File: src/rtl/hbmr_pkg.sv
`timescale 1ns / 1ps
package hbmr_pkg;

  localparam int MAX_POINTS = 64;
  localparam int IDX_W      = $clog2(MAX_POINTS);
  localparam int CNT_W      = IDX_W + 1;
  localparam int COORD_W    = 21;
  localparam int DIFF_W     = COORD_W + 1;
  localparam int MUL_W      = 2 * COORD_W;
  localparam int PROD_W     = DIFF_W + COORD_W;
  localparam int C_W        = MUL_W + 1;
  localparam int SAB_W      = PROD_W + 1;
  localparam int S_W        = SAB_W + 1;
  localparam int REM_W      = 6;
  // evaluator depth and the cell that takes the min on the way in
  localparam int EVAL_LAT   = 3;
  localparam int UPD_CELL   = MAX_POINTS - 1 - EVAL_LAT;
  localparam int PASS_LEN   = MAX_POINTS + EVAL_LAT;
  localparam int FC_W       = $clog2(PASS_LEN);

  typedef struct packed {
    logic signed [COORD_W-1:0] x;
    logic signed [COORD_W-1:0] y;
    logic [CNT_W-1:0]          best;
  } cell_t;

  typedef struct packed {
    logic             shift_en;
    logic             init_en;
    logic [CNT_W-1:0] init_val;
    logic [CNT_W-1:0] lo;
  } cell_ctl_t;

  typedef struct packed {
    logic signed [DIFF_W-1:0] a;
    logic signed [DIFF_W-1:0] b;
    logic signed [C_W-1:0]    c;
  } line_t;

  typedef struct packed {
    logic v;
    logic zero;
    logic pos;
  } side_t;

endpackage

File: src/rtl/hbmr_cell.sv
`timescale 1ns / 1ps
module hbmr_cell (
  input  logic              clk,
  input  hbmr_pkg::cell_ctl_t ctl,
  input  logic              upd_en,
  input  hbmr_pkg::cell_t   d_in,
  output hbmr_pkg::cell_t   d_out
);
  import hbmr_pkg::*;

  cell_t cell_r;

  always_ff @(posedge clk) begin
    if (ctl.init_en) begin
      cell_r.best <= ctl.init_val;
    end else if (ctl.shift_en) begin
      cell_r.x    <= d_in.x;
      cell_r.y    <= d_in.y;
      cell_r.best <= (upd_en && (d_in.best > ctl.lo)) ? ctl.lo : d_in.best;
    end
  end

  assign d_out = cell_r;

endmodule

File: config.mk
export PLATFORM = sky130hd
export DESIGN_NAME = hbmr_cell
export DESIGN_NICKNAME = d
export VERILOG_FILES = /design/src/rtl/hbmr_pkg.sv /design/src/rtl/hbmr_cell.sv
export SDC_FILE = /design/constraint.sdc
export NUM_CORES = 1
export LEC_CHECK = 0
export BUFFER_PORTS_ARGS = -buffer_cell sky130_fd_sc_hd__buf_2
export CORE_UTILIZATION = 46
export CTS_BUF_LIST = sky130_fd_sc_hd__clkbuf_8 sky130_fd_sc_hd__clkbuf_16
export DETAILED_ROUTE_END_ITERATION = 6
export PLACE_DENSITY_LB_ADDON = 0.15
export SYNTH_ARGS = -nofsm -noshare
export SYNTH_HDL_FRONTEND = slang
export SYNTH_SLANG_ARGS = --single-unit
File: constraint.sdc
create_clock -name clk -period 4.4 [get_ports clk]
set_input_delay 0.22 -clock clk [delete_from_list [all_inputs] [get_ports clk]]
set_output_delay 0.22 -clock clk [all_outputs]
set_load 0.03 [all_outputs]
==> metrics.txt <==
Top delay family on crit path=simple AND/OR/NAND/NOR gates; Gate Count Post-Synth=approximately 120; final non-filler cell total=about 290; LEAKAGE=between 1 and 1.5 nW; Post-Synthesis Net Count=between 150 and 200; maximum vdd drop=155 uV; Setup violations, final=0; Placeable Area=roughly 4000 sq um; CTS buffer count=5; Hold Path Class=in -> reg; relative slew slack=26.9%; status=complete, no violations; Setup CP Type=in -> reg; CP endpoint kind=flip-flop; crit-path max FO=42; sequential element share of the synthesized area=roughly three quarters; final instance area=2680 sq um; PD cells=373 nW/um^2; pre-CTS WS=around 2.7 ns; Post-Synth Simple-Gate Area=8.25%; Compound-Gate Fraction of Synth Area=10.3%; Worst path slowest cell=nor2b_4; max cap viols=0; die width=~67 um; Syn-to-layout area delta=37.0%; hold_buf cts=0; Final Slew Violations=0; # IOs=116; number of flip-flops in the largest register=between 40 and 50; Initial Util=about half; drt wl/cell=about 14 um; CP max stage delay=just under 0.9 ns; final hold vios=0; die area=between 4000 and 5000 sq um; Synth cell types=20; setup ws final=3.00 ns; Max Fclk=between 0.7 and 0.8 GHz; Inst Count DP=between 200 and 300; Crit. Startpoint=ctl[14]; setup bufs post-CTS=0; initial antenna violation count=0; synth top area cells=edfxtp_1 75%, ha_1 4.5%, nand3_1 3.8%; Final Wtd Congestion=between 0.8 and 0.9; Sink Count=49; antenna cell count=0; DR pass1 iterations=4; RSZ-0062 raised after global routing=no; first-pass GRT wire length=~5600 um; initial detailed-routing violation count=77; GRT Total Usage=between 15 and 20%; fill count=between 300 and 400; Die Y=67.2 um; Syn Area/Cell=17.0 sq um; total vias in the final route=1437; post-synthesis mux area share=0%; critical path launch point type=input pin; WP data arrival=between 1 and 1.5 ns; Synth Area in XOR/XNOR=0%; synthesized area=slightly below 2000 sq um; Post-Route WL=4050 um; Placement Cell Area=approximately 2600 sq um; total negative slack=0 ns; std cell rows=23; Hold Crit Start=d_in[28]; Synth area leader=edfxtp_1; antenna-violating nets left=0; CTS tree=done; Synth warnings=0; CTS max path bufs=2; PostCTS Resize Cnt=0; nets=310; total power=between 0.9 and 1 mW; number of global-route vias before repair=1200; PortBufs=115; CP required=about 4.3 ns; share of the synthesized area in the top cell type=about three quarters; CP cell instances=buf_2 > nor2b_4; drc violations=0; htree depth=2; Final min period=1.40 ns; drt via density=5.01; Clock transition at path regs=0.08 ns; root buf cell=clkbuf_8; final worst-path cycle share=roughly a third; most common cell after layout, fill and taps aside=buf_2; commonest non-fill, non-tap cells in the layout=115 x buf_2, 49 x edfxtp_1, 15 x nand3_1; largest family of logic cells by synthesized area=compound AO/OA/AOI/OAI gates; FF+latch count, synth=a little under 50; gr ovfl total=0; DPL Wire Length=around 3200 um; Buf+Inv Stages, Crit Path=1; actual slew at the worst max-slew pin=roughly 1.1 ns; share of cells above drive strength 1=54.9%; largest net degree at the start of global routing=between 40 and 50; Synth Area in Adders=4.48%
-- cell type report --
class	instances	area, sq um	share of cell area, %
sequential	49	1470	54.9
timing repair buffer	115	576	21.5
multi-input combinational	57	458	17.1
clock buffer	5	68.8	2.57
tap	50	62.6	2.33
inverter	8	30.0	1.12
clock inverter	3	13.8	0.514
-- through the flow --
| step | hold WS, ns | utilization [%] |
|---|---|---|
| after floorplan | 0.319 | - |
| after global placement | 0.397 | 64.5 |
| after detailed placement | 0.398 | 64.5 |
| after CTS | 0.0849 | 66.5 |
| after global routing | 0.0803 | 66.5 |
| final | 0.0976 | 66.5 |
-- cell families (layout without fill, tap and decap cells) --
| family | count (synthesis) | after routing |
|---|---|---|
| fa+ha+maj | 7 | 7 |
| compound gates | 23 | 23 |
| simple gates | 27 | 27 |
| buf+inv | 9 | 131 |
| flops | 49 | 49 |
-- routing by layer --
metal	vias to the layer above	track usage, %	wire length, um
li1	697	-	-
met1	655	21.5	1620
met2	78	28.9	2030
met3	7	4.90	318
met4	0	7.45	87
met5	-	0	0
-- Yosys cell counts --
master and number:
ha_1 7, o21ai_2 1, o21a_1 1, a21oi_1 3
o2111ai_1 7, o21a_4 1, a21oi_4 1, edfxtp_1 49
buf_2 1, nor2_1 1, inv_1 8, nand3b_1 1
nor2b_1 7, or2_2 1, o21ai_4 1, a22oi_1 7
nand2_1 1, a21o_2 1, nand4_4 1, nand3_1 15
-- final timing paths --
kind,end,slack (ns),depth (start not counted)
worst max-delay path,d_out[44],3.00,2
worst min-delay path,d_out[28],0.1,1
-- power by group --
part           internal, mW  switching, mW  total, mW
sequential            0.554        0.00718      0.562
combinational        0.0629          0.133      0.196
clock                 0.108          0.133      0.240
total                 0.725          0.273      0.999
(Power assumes the default switching activity.)
