File: config.mk
export PLATFORM = sky130hd
export DESIGN_NAME = hbmr_eval
export DESIGN_NICKNAME = d
export VERILOG_FILES = /design/src/rtl/hbmr_pkg.sv /design/src/rtl/hbmr_eval.sv
export SDC_FILE = /design/constraint.sdc
export NUM_CORES = 2
export LEC_CHECK = 0
export ABC_AREA = 1
export BUFFER_PORTS_ARGS = -buffer_cell sky130_fd_sc_hd__buf_2
export CORE_MARGIN = 3
export CORE_UTILIZATION = 61
export DETAILED_ROUTE_END_ITERATION = 16
export PLACE_DENSITY = 0.87
export SYNTH_ARGS = -nofsm -noshare
export SYNTH_HDL_FRONTEND = slang
export SYNTH_SLANG_ARGS = --single-unit
File: constraint.sdc
create_clock -name clk -period 22.3 [get_ports clk]
set_clock_uncertainty 0.1 [all_clocks]
set_input_delay 5.575 -clock clk [delete_from_list [all_inputs] [get_ports clk]]
set_output_delay 5.575 -clock clk [all_outputs]
set_load 0.005 [all_outputs]
File: src/rtl/hbmr_pkg.sv
`timescale 1ns / 1ps
package hbmr_pkg;

  localparam int MAX_POINTS = 64;
  localparam int IDX_W      = $clog2(MAX_POINTS);
  localparam int CNT_W      = IDX_W + 1;
  localparam int COORD_W    = 21;
  localparam int DIFF_W     = COORD_W + 1;
  localparam int MUL_W      = 2 * COORD_W;
  localparam int PROD_W     = DIFF_W + COORD_W;
  localparam int C_W        = MUL_W + 1;
  localparam int SAB_W      = PROD_W + 1;
  localparam int S_W        = SAB_W + 1;
  localparam int REM_W      = 6;
  // evaluator depth and the cell that takes the min on the way in
  localparam int EVAL_LAT   = 3;
  localparam int UPD_CELL   = MAX_POINTS - 1 - EVAL_LAT;
  localparam int PASS_LEN   = MAX_POINTS + EVAL_LAT;
  localparam int FC_W       = $clog2(PASS_LEN);

  typedef struct packed {
    logic signed [COORD_W-1:0] x;
    logic signed [COORD_W-1:0] y;
    logic [CNT_W-1:0]          best;
  } cell_t;

  typedef struct packed {
    logic             shift_en;
    logic             init_en;
    logic [CNT_W-1:0] init_val;
    logic [CNT_W-1:0] lo;
  } cell_ctl_t;

  typedef struct packed {
    logic signed [DIFF_W-1:0] a;
    logic signed [DIFF_W-1:0] b;
    logic signed [C_W-1:0]    c;
  } line_t;

  typedef struct packed {
    logic v;
    logic zero;
    logic pos;
  } side_t;

endpackage

File: src/rtl/hbmr_eval.sv
`timescale 1ns / 1ps
module hbmr_eval (
  input  logic                            clk,
  input  logic                            rst_n,
  input  logic                            feed_v,
  input  logic signed [hbmr_pkg::COORD_W-1:0] x,
  input  logic signed [hbmr_pkg::COORD_W-1:0] y,
  input  hbmr_pkg::line_t                 line,
  output hbmr_pkg::side_t                 side
);
  import hbmr_pkg::*;

  logic signed [DIFF_W-1:0] a_s;
  logic signed [DIFF_W-1:0] b_s;
  logic signed [C_W-1:0]    c_s;
  logic signed [PROD_W-1:0] pa_r;
  logic signed [PROD_W-1:0] pb_r;
  logic signed [SAB_W-1:0]  sab_r;
  logic signed [S_W-1:0]    s;
  logic                     v1_r;
  logic                     v2_r;
  side_t                    side_r;

  assign a_s = line.a;
  assign b_s = line.b;
  assign c_s = line.c;
  assign s   = S_W'(sab_r) + S_W'(c_s);

  always_ff @(posedge clk) begin
    if (!rst_n) begin
      v1_r   <= 1'b0;
      v2_r   <= 1'b0;
      side_r <= '0;
    end else begin
      v1_r        <= feed_v;
      v2_r        <= v1_r;
      side_r.v    <= v2_r;
      side_r.zero <= (s == '0);
      side_r.pos  <= (s != '0) && !s[S_W-1];
    end
  end

  always_ff @(posedge clk) begin
    pa_r  <= PROD_W'(a_s) * PROD_W'(x);
    pb_r  <= PROD_W'(b_s) * PROD_W'(y);
    sab_r <= SAB_W'(pa_r) + SAB_W'(pb_r);
  end

  assign side = side_r;

endmodule

==> impl_metrics.csv <==
group,metric,value,unit
detailed_routing,final_antenna_net_count,0,
synthesis,synth_edf_count,0,
worst_setup_path,rr_endpoint,"sab_r[36]",
global_routing,grt_max_degree,24,
worst_setup_path,crit_arrival,12.38,ns
clock_tree,cts_tree,"built",
timing,min_period,12.16,ns
floorplan,initial_utilization,62.1,%
worst_setup_path,critPathMostFrequentCell,"inv_1",
cells_and_area,nFillCells,5672,
detailed_routing,num_vias,36280,
global_routing,grt_pass1_vias,38941,
synthesis,synthCells,5655,
floorplan,io_pins,135,
worst_setup_path,cp_num_buf_inv,10,
clock_tree,cts-resized-gates,0,
detailed_routing,via_per_inst,5.51,
place,port-buffer-count,134,
worst_hold_path,hold_depth,2,
synthesis,synth_flop_cell,"dfxtp_1",
worst_setup_path,critPathMaxFanout,22,
job,maxCapViolCount,0,
place,dpl.hpwl,95.4,mm
timing,slew_viol_final,0,
global_routing,antenna_found_initial,0,
timing,setup_viol,0,
synthesis,synth_nets,7058,
worst_setup_path,cp-start-kind,"primary input",
global_routing,grt_pass1_wl,191,mm
detailed_routing,initialDrtViolationCount,3372,
worst_setup_path,endpoint_kind,"flop",
clock_tree,cts_buffer_depth,2,
clock_tree,cts_buffers,17,
worst_setup_path,crit_end,"pb_r[41]",
detailed_routing,first_pass_iters,8,
detailed_routing,wire_per_inst,17.4,µm
timing,setup-tns-final,0,ns
worst_setup_path,regToRegSetupSlack,19.00,ns
clock_tree,post_cts_buffers,0,
clock_tree,hold_buffers,0,
synthesis,synth_top_family_by_area,"adder cells",
synthesis,ys_warn_count,0,
worst_hold_path,hp-class,"flop to flop",
timing,tightestPinTransition,0.956,ns
floorplan,coreArea,70600,µm²
clock_tree,root_buffer,"clkbuf_16",
synthesis,synthMuxAreaShare,0,%
worst_setup_path,cpPeakStageDelay,0.73,ns
timing,hold_violations,0,
status,outcome,"completed",
cells_and_area,final_common_cell,"inv_1",
synthesis,netlist_area,43900,µm²
cells_and_area,nets,7038,
floorplan,die_h,274,µm
synthesis,synth-xor-area-share,2.98,%
clock_tree,clk_latency,0.43,ns
worst_setup_path,critPathSlowestCell,"fa_1",
floorplan,die_w,274,µm
global_routing,grt-ovfl-total,0,
cells_and_area,layout-drive-gt1-share,4.32,%
synthesis,ys_types,55,
worst_setup_path,cp_data_required_time,22.52,ns
cells_and_area,multi_input_area,33900,µm²
detailed_routing,wl,115,mm
detailed_routing,drc_errors,0,
cells_and_area,area.growth.synth_to_final,4.03,%
timing,maxSlewHeadroom,36.2,%
synthesis,syn_area_per_cell,7.75,µm²
global_routing,grt_use_total,31.7,%
worst_setup_path,rr_startpoint,"pb_r[0]",
clock_tree,path_clk_slew,0.06,ns
clock_tree,h-tree-depth,4,
timing,fin_crit_sh,54.5,%
timing,max_freq,0.0822,GHz
worst_setup_path,path_delay_family,"adder cells",
place,place_congestion,1.00,
cells_and_area,register_area,2700,µm²
synthesis,synth_fa_ha_area_share,52.7,%
worst_setup_path,cp_num_cells,26,
floorplan,dieArea,75100,µm²
timing,rsz0062_at_grt,"false",
clock_tree,cts.sinks,135,
floorplan,rows,97,
worst_setup_path,reg2reg_depth,20,
synthesis,yosysSeqAreaShare,6.16,%
synthesis,yosys.area_share.simple,16.0,%
worst_setup_path,startpoint,"y[3]",
worst_setup_path,critPathKind,"primary input to flop",
synthesis,synth-seq-cells,135,
synthesis,synth-compound-area-share,5.64,%
cells_and_area,layout_common_cells,"inv_1 (1759), nand2_1 (1289), fa_1 (958), ha_1 (313), nor2_1 (239)",
synthesis,synthArstFlopShare,0,%
layer usage:
| layer | part of all wire [%] | up-vias | global-route usage [%] | routed length, µm |
|---|---|---|---|---|
| met2 | 48 | 2099 | 52.6 | 55100 |
| li1 | - | 16148 | - | - |
| met3 | 10 | 456 | 6.21 | 12000 |
| met4 | 4.5 | 0 | 13.4 | 5200 |
| met5 | 0 | - | 0 | 0 |
| met1 | 37 | 17577 | 40.8 | 42200 |
worst min-delay path, stage by stage (launching register included):
cell	delay (ns)
dfxtp_1	0.31
nand2_1	0.05
inv_1	0.04
worst min-delay path by stage:
| stage | slack (ns) | to | startpoint |
|---|---|---|---|
| after floorplan | 0.29 | side[2] | v2_r |
| final | 0.32 | side[2] | v2_r |
| after detailed placement | 0.30 | v2_r | v1_r |
| after global routing | 0.35 | side[2] | v2_r |
| after CTS | 0.33 | side[2] | v2_r |
| after global placement | 0.30 | v2_r | v1_r |
metrics by stage:
step	hold slack, ns	util, %	worst slack [ns]	area [µm²]	cells
after floorplan	0.290	-	10.54	43900	5655
after global placement	0.297	63.8	10.0	45000	6556
after detailed placement	0.303	63.8	9.77	45000	6556
after CTS	0.328	64.6	10.18	45600	6588
after global routing	0.350	64.6	9.67	45600	6588
final	0.323	64.6	10.14	45600	6589
cell usage after synthesis, drive strengths merged, types with 17 or more instances:
cell type	instances	share of area (%)
inv	1763	15
nand2	1305	11
fa	958	44
ha	313	8.9
nor2	246	2.2
a21oi	210	2.6
clkbuf	172	1.5
dfxtp	135	6.2
o21ai	116	1.4
xor2	87	1.7
nand3	86	1.0
xnor2	62	1.2
nand4	35	0.51
a31oi	34	0.49
nor3	21	0.26
o21a	17	0.29
sequential cells by signal, indices dropped and copies added (netlist names):
register / flops
v2_r: 1
v1_r: 1
sab_r: 44
pb_r: 43
side: 3
pa_r: 43
kinds of logic after synthesis:
logic type,count (synthesis)
AO/OA/AOI/OAI,426
XOR/XNOR,149
adder cells (fa/ha/maj),1271
buffers and inverters,1936
flip-flops,135
AND/OR/NAND/NOR,1738
cell type report:
cell class                 instances  share of cell area [%]
multi-input combinational       3584                    74.3
inverter                        1763                    14.5
sequential                       135                    5.92
tap                              940                    2.58
timing repair buffer             134                    1.47
clock buffer                      19                   0.993
clock inverter                    13                   0.263
antenna                            1                 0.00549
Power is not shown: default switching activity piles up to over one toggle a cycle in this logic, so the estimate is an artifact.
